$ cat config.mk
export PLATFORM = sky130hd
export DESIGN_NAME = centered_moving_average
export DESIGN_NICKNAME = d
export VERILOG_FILES = /design/src/design/cma_pkg.sv /design/src/design/cma_ram.sv /design/src/design/cma_div.sv /design/src/design/centered_moving_average.sv
export SDC_FILE = /design/constraint.sdc
export NUM_CORES = 1
export LEC_CHECK = 0
export BUFFER_PORTS_ARGS = -buffer_cell sky130_fd_sc_hd__buf_2
export CAP_MARGIN = 15
export CORE_MARGIN = 2
export CORE_UTILIZATION = 50
export DETAILED_ROUTE_END_ITERATION = 12
export PLACE_DENSITY = 0.69
export SLEW_MARGIN = 20
export SYNTH_ARGS = -nofsm -noshare
export SYNTH_HDL_FRONTEND = slang
export SYNTH_SLANG_ARGS = --single-unit
$ cat constraint.sdc
create_clock -name clock -period 8.4 [get_ports clock]
set_clock_uncertainty 0.05 [all_clocks]
set_input_delay 2.52 -clock clock [delete_from_list [all_inputs] [get_ports clock]]
set_output_delay 2.52 -clock clock [all_outputs]
set_load 0.02 [all_outputs]
$ cat src/design/cma_pkg.sv
`timescale 1ns / 1ps

package cma_pkg;

   // Width and reset value of the window size register.
   localparam int                    WINDOW_W     = 7;
   localparam logic [WINDOW_W-1:0]   WINDOW_RESET = WINDOW_W'(5);

   // Sequencer states: wait for an item, fold it into the window sum,
   // wait for the divider, drop the oldest sample during the flush.
   typedef enum logic [1:0] {
      ST_IDLE,
      ST_ADD,
      ST_WAIT,
      ST_SUB
   } cma_state_type;

endpackage

$ cat src/design/cma_ram.sv
`timescale 1ns / 1ps

module cma_ram #(
   parameter int  WIDTH  = 16,
   parameter int  DEPTH  = 64,
   localparam int ADDR_W = (DEPTH > 1) ? $clog2(DEPTH) : 1
) (
   input  logic              clock,
   input  logic              wr_en,
   input  logic [ADDR_W-1:0] wr_addr,
   input  logic [WIDTH-1:0]  wr_data,
   input  logic [ADDR_W-1:0] rd_addr,
   output logic [WIDTH-1:0]  rd_data
);

   logic [WIDTH-1:0] mem_ff [DEPTH];
   logic [WIDTH-1:0] rd_data_ff;

   // One write port, one read port with registered data.
   always_ff @(posedge clock) begin
      if (wr_en) begin
         mem_ff[wr_addr] <= wr_data;
      end
      rd_data_ff <= mem_ff[rd_addr];
   end

   assign rd_data = rd_data_ff;

endmodule

$ cat src/design/cma_div.sv
`timescale 1ns / 1ps

module cma_div #(
   parameter int SUM_W = 22,
   parameter int CNT_W = 7,
   parameter int QUO_W = 16
) (
   input  logic                    clock,
   input  logic                    reset,
   input  logic                    start,
   input  logic signed [SUM_W-1:0] sum,
   input  logic [CNT_W-1:0]        count,
   output logic                    busy,
   output logic [QUO_W-1:0]        quotient
);

   // Rounded mean as (2*|sum| + count) / (2*count), one quotient bit per cycle.
   localparam int NUM_W  = SUM_W + 2;
   localparam int DEN_W  = CNT_W + 1;
   localparam int ITER_W = $clog2(NUM_W + 1);

   logic              busy_ff,  busy_in;
   logic              neg_ff,   neg_in;
   logic [NUM_W-1:0]  num_ff,   num_in;
   logic [DEN_W-1:0]  rem_ff,   rem_in;
   logic [DEN_W-1:0]  den_ff,   den_in;
   logic [ITER_W-1:0] iter_ff,  iter_in;

   logic [SUM_W-1:0]  sum_bits;
   logic [SUM_W-1:0]  mag;
   logic [DEN_W:0]    trial;
   logic              fits;
   logic [NUM_W-1:0]  q_signed;

   // Operand set-up at start, then one restoring step per cycle.
   always_comb begin
      sum_bits = sum;
      mag      = sum[SUM_W-1] ? (SUM_W'(0) - sum_bits) : sum_bits;
      trial    = {rem_ff, num_ff[NUM_W-1]};
      fits     = (trial >= {1'b0, den_ff});

      busy_in = busy_ff;
      neg_in  = neg_ff;
      num_in  = num_ff;
      rem_in  = rem_ff;
      den_in  = den_ff;
      iter_in = iter_ff;

      if (start) begin
         busy_in = 1'b1;
         neg_in  = sum[SUM_W-1];
         num_in  = {1'b0, mag, 1'b0} + NUM_W'(count);
         rem_in  = '0;
         den_in  = {count, 1'b0};
         iter_in = ITER_W'(NUM_W);
      end else if (busy_ff) begin
         rem_in  = fits ? DEN_W'(trial - {1'b0, den_ff}) : DEN_W'(trial);
         num_in  = {num_ff[NUM_W-2:0], fits};
         iter_in = iter_ff - ITER_W'(1);
         busy_in = (iter_ff != ITER_W'(1));
      end
   end

   always_ff @(posedge clock) begin
      if (reset) begin
         busy_ff <= 1'b0;
         iter_ff <= '0;
      end else begin
         busy_ff <= busy_in;
         iter_ff <= iter_in;
      end
      neg_ff <= neg_in;
      num_ff <= num_in;
      rem_ff <= rem_in;
      den_ff <= den_in;
   end

   // The sign of the sum goes back on the magnitude of the quotient.
   assign q_signed = neg_ff ? (NUM_W'(0) - num_ff) : num_ff;
   assign quotient = q_signed[QUO_W-1:0];
   assign busy     = busy_ff;

endmodule

$ cat src/design/centered_moving_average.sv
`timescale 1ns / 1ps
// A result for the item that completes its window comes from the serial rounding divider, one
// quotient bit per cycle. After an item that yields a result, no new item is taken until that
// result is in the output register; the flush emits its results one at a time, later if
// rsp_tready stalls.
// Reset is synchronous and active high: it clears the sequence state and the output register
// and sets the window size to 5. The sample memory is not cleared.

module centered_moving_average #(
   parameter int  MAX_WINDOW   = 64,
   parameter int  SAMPLE_WIDTH = 16,
   localparam int DATA_W       = ((SAMPLE_WIDTH + 7) / 8) * 8
) (
   input  logic                          clock,
   input  logic                          reset,
   // Window size register.
   input  logic                          csr_wr_en,
   input  logic [cma_pkg::WINDOW_W-1:0]  csr_wr_data,
   // Input items.
   input  logic                          req_tvalid,
   output logic                          req_tready,
   input  logic [DATA_W-1:0]             req_tdata,   // sample
   input  logic                          req_tlast,   // last_sample
   // Result items.
   output logic                          rsp_tvalid,
   input  logic                          rsp_tready,
   output logic [DATA_W-1:0]             rsp_tdata,   // average
   output logic                          rsp_tlast    // sequence_done
);

   import cma_pkg::*;

   localparam int PTR_W = (MAX_WINDOW > 1) ? $clog2(MAX_WINDOW) : 1;
   localparam int CNT_W = $clog2(MAX_WINDOW + 1);
   localparam int SUM_W = SAMPLE_WIDTH + PTR_W;
   localparam int CMP_W = (CNT_W > WINDOW_W) ? CNT_W : WINDOW_W;

   cma_state_type                   state_ff, state_in;
   logic [WINDOW_W-1:0]             window_ff, window_in;
   logic signed [SUM_W-1:0]         sum_ff, sum_in;
   logic [PTR_W-1:0]                wp_ff, wp_in;
   logic [CNT_W-1:0]                rc_ff, rc_in;
   logic [CNT_W-1:0]                sis_ff, sis_in;
   logic [CNT_W-1:0]                k_ff, k_in;
   logic                            flag_ff, flag_in;
   logic signed [SAMPLE_WIDTH-1:0]  sample_ff, sample_in;
   logic                            last_ff, last_in;
   logic                            rsp_valid_ff, rsp_valid_in;
   logic [SAMPLE_WIDTH-1:0]         rsp_avg_ff, rsp_avg_in;
   logic                            rsp_last_ff, rsp_last_in;

   logic [CMP_W-1:0]                win_ext;
   logic [CNT_W-1:0]                win_eff, win_low, win_high;

   logic                            rc_full;
   logic signed [SUM_W-1:0]         drop_val;
   logic signed [SUM_W-1:0]         sum_add, sum_sub;
   logic [CNT_W-1:0]                rc_add, high_lim, kfirst, sis_dec;
   logic [CNT_W:0]                  need, need_lim;
   logic                            emit_now, more, remove, rsp_free;
   logic [PTR_W-1:0]                wp_inc;

   logic                            ram_wr_en;
   logic [PTR_W-1:0]                ram_rd_addr;
   logic [SAMPLE_WIDTH-1:0]         ram_rd_data;

   logic                            div_start, div_busy;
   logic signed [SUM_W-1:0]         div_sum;
   logic [CNT_W-1:0]                div_count;
   logic [SAMPLE_WIDTH-1:0]         div_quotient;
   logic                            load_rsp;

   // Store slot that lies the given distance behind the write pointer.
   function automatic logic [PTR_W-1:0] slot_back(input logic [PTR_W-1:0] ptr,
                                                  input logic [CNT_W-1:0] back);
      logic [CNT_W:0] tmp;
      tmp = (CNT_W+1)'(ptr) + (CNT_W+1)'(MAX_WINDOW) - (CNT_W+1)'(back);
      if (tmp >= (CNT_W+1)'(MAX_WINDOW)) begin
         tmp = tmp - (CNT_W+1)'(MAX_WINDOW);
      end
      return PTR_W'(tmp);
   endfunction

   // Effective window, clamped to one through the store depth, and its two halves.
   assign win_ext = CMP_W'(window_ff);

   always_comb begin
      if (win_ext == '0) begin
         win_eff = CNT_W'(1);
      end else if (win_ext > CMP_W'(MAX_WINDOW)) begin
         win_eff = CNT_W'(MAX_WINDOW);
      end else begin
         win_eff = CNT_W'(win_ext);
      end
   end

   assign win_low  = win_eff >> 1;
   assign win_high = win_eff - win_low;

   // Window arithmetic shared by the states.
   always_comb begin
      rc_full  = (rc_ff >= win_eff);
      drop_val = rc_full ? SUM_W'($signed(ram_rd_data)) : SUM_W'(0);
      sum_add  = sum_ff + SUM_W'(sample_ff) - drop_val;
      rc_add   = rc_full ? rc_ff : rc_ff + CNT_W'(1);
      high_lim = (rc_add < win_high) ? rc_add : win_high;
      kfirst   = high_lim - CNT_W'(1);
      emit_now = last_ff || (rc_add >= win_high);
      sum_sub  = sum_ff - SUM_W'($signed(ram_rd_data));
      sis_dec  = sis_ff - CNT_W'(1);
      more     = last_ff && (k_ff != '0);
      need     = {1'b0, k_ff} + {1'b0, win_low};
      need_lim = (need < {1'b0, rc_ff}) ? need : {1'b0, rc_ff};
      remove   = more && ({1'b0, sis_ff} > need_lim);
      rsp_free = !rsp_valid_ff || rsp_tready;
      wp_inc   = (wp_ff == PTR_W'(MAX_WINDOW - 1)) ? '0 : wp_ff + PTR_W'(1);
   end

   // Next state.
   always_comb begin
      state_in = state_ff;
      unique case (state_ff)
         ST_IDLE: begin
            if (req_tvalid) begin
               state_in = ST_ADD;
            end
         end
         ST_ADD: begin
            state_in = emit_now ? ST_WAIT : ST_IDLE;
         end
         ST_WAIT: begin
            if (load_rsp) begin
               if (more) begin
                  state_in = remove ? ST_SUB : ST_WAIT;
               end else begin
                  state_in = ST_IDLE;
               end
            end
         end
         ST_SUB: begin
            state_in = ST_WAIT;
         end
         default: begin
            state_in = ST_IDLE;
         end
      endcase
   end

   // Control outputs of the sequencer.
   always_comb begin
      req_tready  = 1'b0;
      ram_wr_en   = 1'b0;
      ram_rd_addr = slot_back(wp_ff, sis_ff);
      div_start   = 1'b0;
      div_sum     = sum_ff;
      div_count   = sis_ff;
      load_rsp    = 1'b0;
      unique case (state_ff)
         ST_IDLE: begin
            req_tready  = 1'b1;
            ram_rd_addr = slot_back(wp_ff, win_eff);
         end
         ST_ADD: begin
            ram_wr_en = 1'b1;
            div_start = emit_now;
            div_sum   = sum_add;
            div_count = rc_add;
         end
         ST_WAIT: begin
            load_rsp  = !div_busy && rsp_free;
            div_start = !div_busy && rsp_free && more && !remove;
         end
         ST_SUB: begin
            div_start = 1'b1;
            div_sum   = sum_sub;
            div_count = sis_dec;
         end
         default: begin
            req_tready = 1'b0;
         end
      endcase
   end

   // Next values of the datapath registers.
   always_comb begin
      window_in    = window_ff;
      sum_in       = sum_ff;
      wp_in        = wp_ff;
      rc_in        = rc_ff;
      sis_in       = sis_ff;
      k_in         = k_ff;
      flag_in      = flag_ff;
      sample_in    = sample_ff;
      last_in      = last_ff;
      rsp_avg_in   = rsp_avg_ff;
      rsp_last_in  = rsp_last_ff;
      rsp_valid_in = rsp_valid_ff;

      if (rsp_tready) begin
         rsp_valid_in = 1'b0;
      end

      unique case (state_ff)
         ST_IDLE: begin
            if (req_tvalid) begin
               sample_in = $signed(req_tdata[SAMPLE_WIDTH-1:0]);
               last_in   = req_tlast;
            end
         end
         ST_ADD: begin
            sum_in  = sum_add;
            wp_in   = wp_inc;
            rc_in   = rc_add;
            sis_in  = rc_add;
            k_in    = kfirst;
            flag_in = last_ff && (kfirst == '0);
         end
         ST_WAIT: begin
            if (load_rsp) begin
               rsp_valid_in = 1'b1;
               rsp_avg_in   = div_quotient;
               rsp_last_in  = flag_ff;
               if (more) begin
                  k_in    = k_ff - CNT_W'(1);
                  flag_in = (k_ff == CNT_W'(1));
               end else if (last_ff) begin
                  sum_in = '0;
                  wp_in  = '0;
                  rc_in  = '0;
                  sis_in = '0;
               end
            end
         end
         ST_SUB: begin
            sum_in = sum_sub;
            sis_in = sis_dec;
         end
         default: begin
            sum_in = sum_ff;
         end
      endcase

      // A new window size starts a fresh sequence.
      if (csr_wr_en) begin
         window_in = csr_wr_data;
         sum_in    = '0;
         wp_in     = '0;
         rc_in     = '0;
         sis_in    = '0;
      end
   end

   always_ff @(posedge clock) begin
      if (reset) begin
         state_ff     <= ST_IDLE;
         window_ff    <= WINDOW_RESET;
         sum_ff       <= '0;
         wp_ff        <= '0;
         rc_ff        <= '0;
         sis_ff       <= '0;
         k_ff         <= '0;
         flag_ff      <= 1'b0;
         last_ff      <= 1'b0;
         rsp_valid_ff <= 1'b0;
      end else begin
         state_ff     <= state_in;
         window_ff    <= window_in;
         sum_ff       <= sum_in;
         wp_ff        <= wp_in;
         rc_ff        <= rc_in;
         sis_ff       <= sis_in;
         k_ff         <= k_in;
         flag_ff      <= flag_in;
         last_ff      <= last_in;
         rsp_valid_ff <= rsp_valid_in;
      end
      sample_ff   <= sample_in;
      rsp_avg_ff  <= rsp_avg_in;
      rsp_last_ff <= rsp_last_in;
   end

   // Circular store of the recent samples.
   cma_ram #(
      .WIDTH (SAMPLE_WIDTH),
      .DEPTH (MAX_WINDOW)
   ) u_ram (
      .clock   (clock),
      .wr_en   (ram_wr_en),
      .wr_addr (wp_ff),
      .wr_data (sample_ff),
      .rd_addr (ram_rd_addr),
      .rd_data (ram_rd_data)
   );

   // Serial divider for the rounded mean.
   cma_div #(
      .SUM_W (SUM_W),
      .CNT_W (CNT_W),
      .QUO_W (SAMPLE_WIDTH)
   ) u_div (
      .clock    (clock),
      .reset    (reset),
      .start    (div_start),
      .sum      (div_sum),
      .count    (div_count),
      .busy     (div_busy),
      .quotient (div_quotient)
   );

   assign rsp_tvalid = rsp_valid_ff;
   assign rsp_tdata  = DATA_W'(rsp_avg_ff);
   assign rsp_tlast  = rsp_last_ff;

endmodule

Word-level counts from Yosys, hierarchy flattened
Memory sizes are Yosys's and may differ from the RTL's. A register that Yosys moved wholly into a read port is not among the register bits.
Cells that the tools add are included.
- register bits after elaboration: 140
- bits in latches: 0
- bits in writable memories: 1024
- ROM bits: 0
- input bits: 29
- output and inout port bits: 19
- logic and storage cells: 142
- memories kept: 1
- add/subtract/negate cells: 20
- multipliers: 0
- divide/modulo/power cells: 0
- $lt $le $gt $ge: 9
- equal/unequal tests: 11
- shift-type cells: 0
- multiplexer cells: 55
- bitwise gates (word level): 0
- reductions and logical operators: 26
- memory list (name ; words ; width ; read ports ; clocked after Yosys merged registers in ; write ports ; RTL line ; text):
    u_ram.mem_ff ; 64 ; 16 ; 1 ; 1 ; 1 ; cma_ram.sv:16 ; logic [WIDTH-1:0] mem_ff [DEPTH];
- operator list (cell ; count):
    two-way mux 22 bit ; 5
    case mux 22 bit (3 select lines) ; 1
    two-way mux 7 bit ; 9
    two-way mux 24 bit ; 2
    case mux 22 bit (2 select lines) ; 1
    two-way mux 6 bit ; 7
    case mux 7 bit (2 select lines) ; 3
    adder 23 x 7 -> 24 bit ; 1
    adder 22 x 16 -> 22 bit ; 1
    subtractor 1 x 22 -> 22 bit (first input constant) ; 1
    subtractor 22 x 16 -> 22 bit ; 1
    subtractor 22 bit ; 1
    case mux 7 bit (3 select lines) ; 1
    subtractor 7 x 1 -> 7 bit (second input constant) ; 3
    >= comparator 8 x 7 -> 1 bit (second input constant) ; 2
    two-way mux 16 bit ; 1
    two-way mux 8 bit ; 2
    subtractor 1 x 16 -> 16 bit (first input constant) ; 1
    subtractor 8 x 7 -> 8 bit ; 2
    >= comparator 7 bit ; 2
    logical NOT 7 bit ; 2
    two-way mux 1 bit ; 13
    case mux 6 bit (2 select lines) ; 1
    subtractor 6 x 1 -> 6 bit (second input constant) ; 2
    other kinds (34) ; 56

Depth between registers and ports, before layout
- depth after elaboration: 12
- gate-level depth with buffers: 39
- mapped depth without buffers: 35

Cells and area by module
From an unflattened synthesis, not the netlist that was laid out.
- cell total of the unflattened synthesis: 3292
- area total of the unflattened synthesis: 52416.5 sq um
- by module, submodules not included (module ; times used ; cells each ; area an instance (sq um) ; seq. area each (sq um)):
    cma_ram ; 1 ; 1829 ; 40042.2 ; 31069.8
    centered_moving_average ; 1 ; 1056 ; 8684.6 ; 2212.1
    cma_div ; 1 ; 407 ; 3689.8 ; 1241.2

Worst setup path before layout
No wires, ideal clock.
- path kind: reg-to-reg
- from: reg window_ff[6] (netlist: win_ext[6])
- to: reg u_div.num_ff[9] (data pin)
- setup time: 0.270 ns
- arrival: 7.221 ns
- required time: 8.080 ns
- setup slack: 0.859 ns
- cell stages (with the launch flop): 35
- buffers on the path: 3
- clock period less this slack: 7.541 ns
- cells stage by stage: dfxtp_1 -> inv_1 -> nand2_1 -> ha_1 -> and3_1 -> nand2_1 -> o21ai_1 -> clkinv_1 -> clkbuf_1 -> nor2_1 -> fa_1 -> inv_1 -> ha_1 -> a21oi_1 -> o21ai_0 -> nor2_1 -> nand3_1 -> a21oi_1 -> mux2i_1 -> o211a_2 -> inv_1 -> clkbuf_1 -> clkbuf_1 -> o21ai_0 -> fa_1 -> a21o_1 -> a21oi_1 -> o21bai_1 -> a21oi_1 -> nor2_1 -> o21ai_0 -> o211ai_1 -> a211o_1 -> xor2_1 -> a21oi_1
- elaborated cells between the ends (all ways): 25
- classes of those cells: add/sub (5); order compare (5); mux (10); reduce/logical (5)
- RTL lines (what ; RTL line ; text):
    from (decl) ; centered_moving_average.sv:39 ; logic [WINDOW_W-1:0] window_ff, window_in;
    from (signal assigned) ; centered_moving_average.sv:267 ; window_ff <= window_in;
    greater-than comparator 7 bit ; centered_moving_average.sv:90 ; end else if (win_ext > CMP_W'(MAX_WINDOW)) begin
    two-way mux 7 bit ; centered_moving_average.sv:90 ;
    two-way mux 7 bit (*) ; centered_moving_average.sv:88 ; if (win_ext == '0) begin
    >= comparator 7 bit (*) ; centered_moving_average.sv:102 ; rc_full = (rc_ff >= win_eff);
    two-way mux 22 bit (*) ; centered_moving_average.sv:103 ; drop_val = rc_full ? SUM_W'($signed(ram_rd_data)) : SUM_W'(0);
    subtractor 22 bit (*) ; centered_moving_average.sv:104 ; sum_add = sum_ff + SUM_W'(sample_ff) - drop_val;
    case mux 22 bit (2 select lines) (*) ; centered_moving_average.sv:158 ; unique case (state_ff)
    named net div_sum[21] ; centered_moving_average.sv:68 ; logic signed [SUM_W-1:0] div_sum;
    two-way mux 22 bit (*) ; cma_div.sv:38 ; mag = sum[SUM_W-1] ? (SUM_W'(0) - sum_bits) : sum_bits;
    adder 23 x 7 -> 24 bit (*) ; cma_div.sv:52 ; num_in = {1'b0, mag, 1'b0} + NUM_W'(count);
    two-way mux 24 bit (*) ; cma_div.sv:49 ; if (start) begin
    named net u_div.num_in[9] ; cma_div.sv:24 ; logic [NUM_W-1:0] num_ff, num_in;
    to (signal assigned) ; cma_div.sv:73 ; num_ff <= num_in;
    to (decl) ; cma_div.sv:24 ;
The timed path passes the listed nets; every way through them passes the cells marked *.
A chain may end at the register's enable or synchronous reset.

Worst setup path in the final report
- from: reg window_ff[1] (netlist: win_ext[1])
- to: reg u_div.num_ff[9] (data pin)
- longest elaborated chain between the ends: 12
- elaborated cells between the ends (all ways): 25
- classes of those cells: add/sub (5); order compare (5); mux (10); reduce/logical (5)
- ends and longest elaborated chain (what ; RTL line):
    greater-than comparator 7 bit ; centered_moving_average.sv:90
    two-way mux 7 bit ; centered_moving_average.sv:90
    two-way mux 7 bit (*) ; centered_moving_average.sv:88
    branches (longest 8 deep; another with adder 23 x 7 -> 24 bit) ; --
    two-way mux 24 bit (*) ; cma_div.sv:49
    named net u_div.num_in[9] ; cma_div.sv:24
Mark *: on every way through the listed nets, which the timed path passes.

==> run_results.csv <==
group,metric,value,unit
synth,synth_seq_area_share,66.54,%
power,comb_power_share,20.2,%
layout,n_antenna_cell,0,
synth,yosys_warnings,0,
power,swShare,27.13,%
power,leakagePower,0.01959,uW
hold_path,hold_depth,0,
setup_path,crit_type,"reg2reg",
synth,synth.top_cell.area_share,63.03,%
power,power.internal,10780,uW
layout,final_util,56.37,%
routing,drt-vias-per-instance,6.047,
setup_path,cp_slowest_stage_delay,480,ps
setup_path,crit_arrival,8020,ps
routing,dr.pass1.iters,6,
setup_path,cp-start-kind,"register",
synth,synth_top_area_cell,"edfxtp_1",
sta,final-max-slew-violation-count,0,
layout,layout-drive-gt1-share,21.89,%
place,dp.cells,4467,
synth,synth_flop_cell,"edfxtp_1",
setup_path,critPathMaxFanout,14,
routing,post_drt_wl_per_cell,26.14,um
setup_path,r2r_slack,740,ps
setup_path,cp-end-kind,"register",
floorplan,start_util,50.27,%
hold_path,hold_path_startpoint,"flag_ff",
floorplan,dieArea,106400,um2
power,p_sw,4013,uW
power,p_seq_share,44.6,%
sta,rsz0062_at_grt,"false",
routing,drtAntennaViolNets,0,
global_route,antenna_found_initial,1,
power,ir_drop,0.0002360,V
global_route,overflow,0,
synth,synth_area_per_cell,16.91,um2
synth,syn_inst,3069,
sta,fin_crit,7661,ps
synth,syn-num-nets,3235,
synth,synth_area_leaders,"edfxtp_1 63%, mux4_2 15%, dfxtp_1 3.5%",
setup_path,crit_top_cell,"a21oi_1",
sta,final_hold_viol_count,0,
setup_path,timing.rr.end,"u_div.num_ff[9]",
clocking,clk_latency,720,ps
sta,setup_ws,739.2,ps
status,status,"finished, final reports clean",
floorplan,die_x,326.1,um
sta,worstMarginPinSlew,1048,ps
clocking,cts_buffers,117,
clocking,cts_tree,"yes",
place,routabilityCongestion,0.8733,
synth,synth_edf_count,1089,
setup_path,r2r_cells,33,
hold_path,holdCritPathClass,"reg2reg",
routing,wirelength,122.5,mm
sta,post-route-period-util,91.20,%
floorplan,rows,118,
layout,instances_no_fill,4687,
sta,max_freq,130.5,MHz
setup_path,r2r-start,"win_ext[1]",
clocking,clkSinkCount,1180,
place,hpwl,77.09,mm
setup_path,worstPathRequired,8760,ps
routing,via_count,28340,
clocking,clock_tree.buffer_depth,3,
layout,final_nets,3372,
global_route,grt_max_degree,99,
routing,drt_iter0_drc,2912,
synth,yosysUniqueCellTypes,91,
routing,drc,0,
synth,syn_area,51880,um2
global_route,track_usage,23.26,%
place,portBuffers,47,
clocking,cts_root_buf,"clkbuf_16",
layout,fill_cells,7687,
floorplan,die_h,326.1,um
power,p_per_area,254.2,nW/um2
synth,ys_async_sr_fraction,0,%
sta,slew_headroom,29.76,%
global_route,grt_pass1_vias,29020,
synth,yosys_register_bits,1180,
global_route,grt_pass1_wl,185.6,mm
floorplan,core_area,103200,um2
power,clkPwrFrac,35.2,%
job,cap_violations,0,
sta,setup_viol,0,
hold_path,whs_endpoint,"rsp_tlast",
floorplan,ios,48,
layout,area_growth,12.14,%
clocking,clk_pin_slew_worst_paths,60,ps
clocking,cts_max_level,3,
sta,finalSetupTns,0,ps
place,dpl_worst_slack,392.6,ps
setup_path,slowest_stage,"fa_1",
==> cell usage after synthesis, types with 8 or more instances <==
cell type and count:
mux2i_1 34, ha_1 110, a211oi_1 26, dfxtp_1 91, and2_1 11, nor2_1 212
o21ai_0 75, a21o_1 33, nand3_1 48, a21oi_1 118, a211o_1 8, and3_1 18
nand4_1 19, a221oi_1 11, xor2_1 38, nand2b_1 16, buf_1 29, o211ai_1 16
mux4_2 336, o21ai_1 10, nor2b_1 20, inv_1 158, nor3_1 32, or3_1 8
clkbuf_1 105, xnor2_1 75, a31oi_1 13, fa_1 27, o21bai_1 9, edfxtp_1 1089
nand2_1 125, a22oi_1 9
==> how the worst max path moves through the flow <==
| stage | cells after the start | slack, ps | startpoint | end |
|---|---|---|---|---|
| 2_1_floorplan | 34 | 860 | win_ext[6] | u_div.num_ff[9] |
| 3_3_place_gp | 33 | 560 | win_ext[6] | u_div.num_ff[9] |
| 3_5_place_dp | 34 | 390 | win_ext[1] | u_div.num_ff[9] |
| 4_1_cts | 33 | 320 | win_ext[6] | u_div.num_ff[9] |
| 5_1_grt | 36 | 70 | win_ext[1] | u_div.num_ff[8] |
| 6_report | 33 | 740 | win_ext[1] | u_div.num_ff[9] |
==> through the flow <==
stage	instance area [um2]	hold WS, ps	power (uW)
after detailed placement	54280	375.1	9713
after global placement	54280	385.6	9650
final	58180	406.1	14790
after floorplan	51880	353.0	8831
after global routing	58180	415.1	15330
after CTS	58160	399.8	14870
==> per-layer routing <==
metal | up-vias | part of all wire (%) | track usage [%]
li1 | 12440 | - | -
met1 | 14640 | 40 | 31.30
met2 | 1030 | 51 | 39.21
met3 | 233 | 6.0 | 3.087
met4 | 0 | 3.6 | 8.215
met5 | - | 0 | 0
==> layout make-up <==
class	instances	area [um2]	area share, %
clock buffers	147	3196	5.493
inverters	160	600.6	1.032
clock inverters	73	679.4	1.168
well taps	1380	1727	2.968
flip-flops and latches	1180	34520	59.34
multi-input cells	1590	16300	28.02
repair buffers	157	1149	1.974
==> flip-flops by register name, summed over array words and instances, names as in the netlist <==
name	cells
u_div.iter_ff	5
win_ext	7
rsp_tvalid	1
rc_ff	7
wp_ff	6
k_ff	7
u_div.den_ff	7
rsp_tdata	16
last_ff	1
sum_ff	22
u_ram.rd_data	16
state_ff	2
u_div.neg_ff	1
u_div.busy	1
rsp_tlast	1
u_ram.mem_ff	1024
sample_ff	16
u_div.num_ff	24
sis_ff	7
flag_ff	1
u_div.rem_ff	8
==> power groups by stage <==
stage	sequential, uW	clock, uW	combinational (uW)
floorplan	6740	0	2090
global placement	6710	0	2930
detailed placement	6720	0	2990
CTS	6600	5270	3010
global route	6600	5490	3230
finish	6600	5200	2990
==> layout by cell type (no fill, tap or decap), types with 26 or more instances in the layout <==
cell type	n
inv_1	158
nand3_1	48
clkbuf_16	121
a21oi_1	117
fa_1	26
xor2_1	38
dfxtp_1	90
edfxtp_1	1089
nand2_1	125
buf_2	47
o21ai_0	74
nor2_1	210
mux2i_1	34
mux4_2	336
ha_1	109
a211oi_1	26
nor3_1	32
buf_4	103
a21o_1	33
xnor2_1	71
==> worst max-delay path, delay by kind of cell, from the launching register on <==
kind	cells	cell delay [ps]
xor+xnor	1	140
flops	1	320
mux	1	300
compound gates	16	3400
simple gates	8	1180
fa+ha+maj	4	1540
buf+inv	3	410
==> cell families after synthesis <==
group / count (synthesis) / synth area share (%)
AO/OA/AOI/OAI: 412 / 5.310
XOR/XNOR: 113 / 1.908
adder cells (fa/ha/maj): 137 / 3.695
buffers and inverters: 299 / 2.211
flip-flops: 1180 / 66.54
multiplexers: 374 / 15.33
AND/OR/NAND/NOR: 554 / 5.007
==> repair_timing <==
item	CTS	global route
endpoints found under the setup margin	0	16
resized for setup	0	6
hold endpoints to repair	0	0
buffers inserted	0	0
hold buffers	0	0
Note: power is estimated with default switching activity, not from simulation.
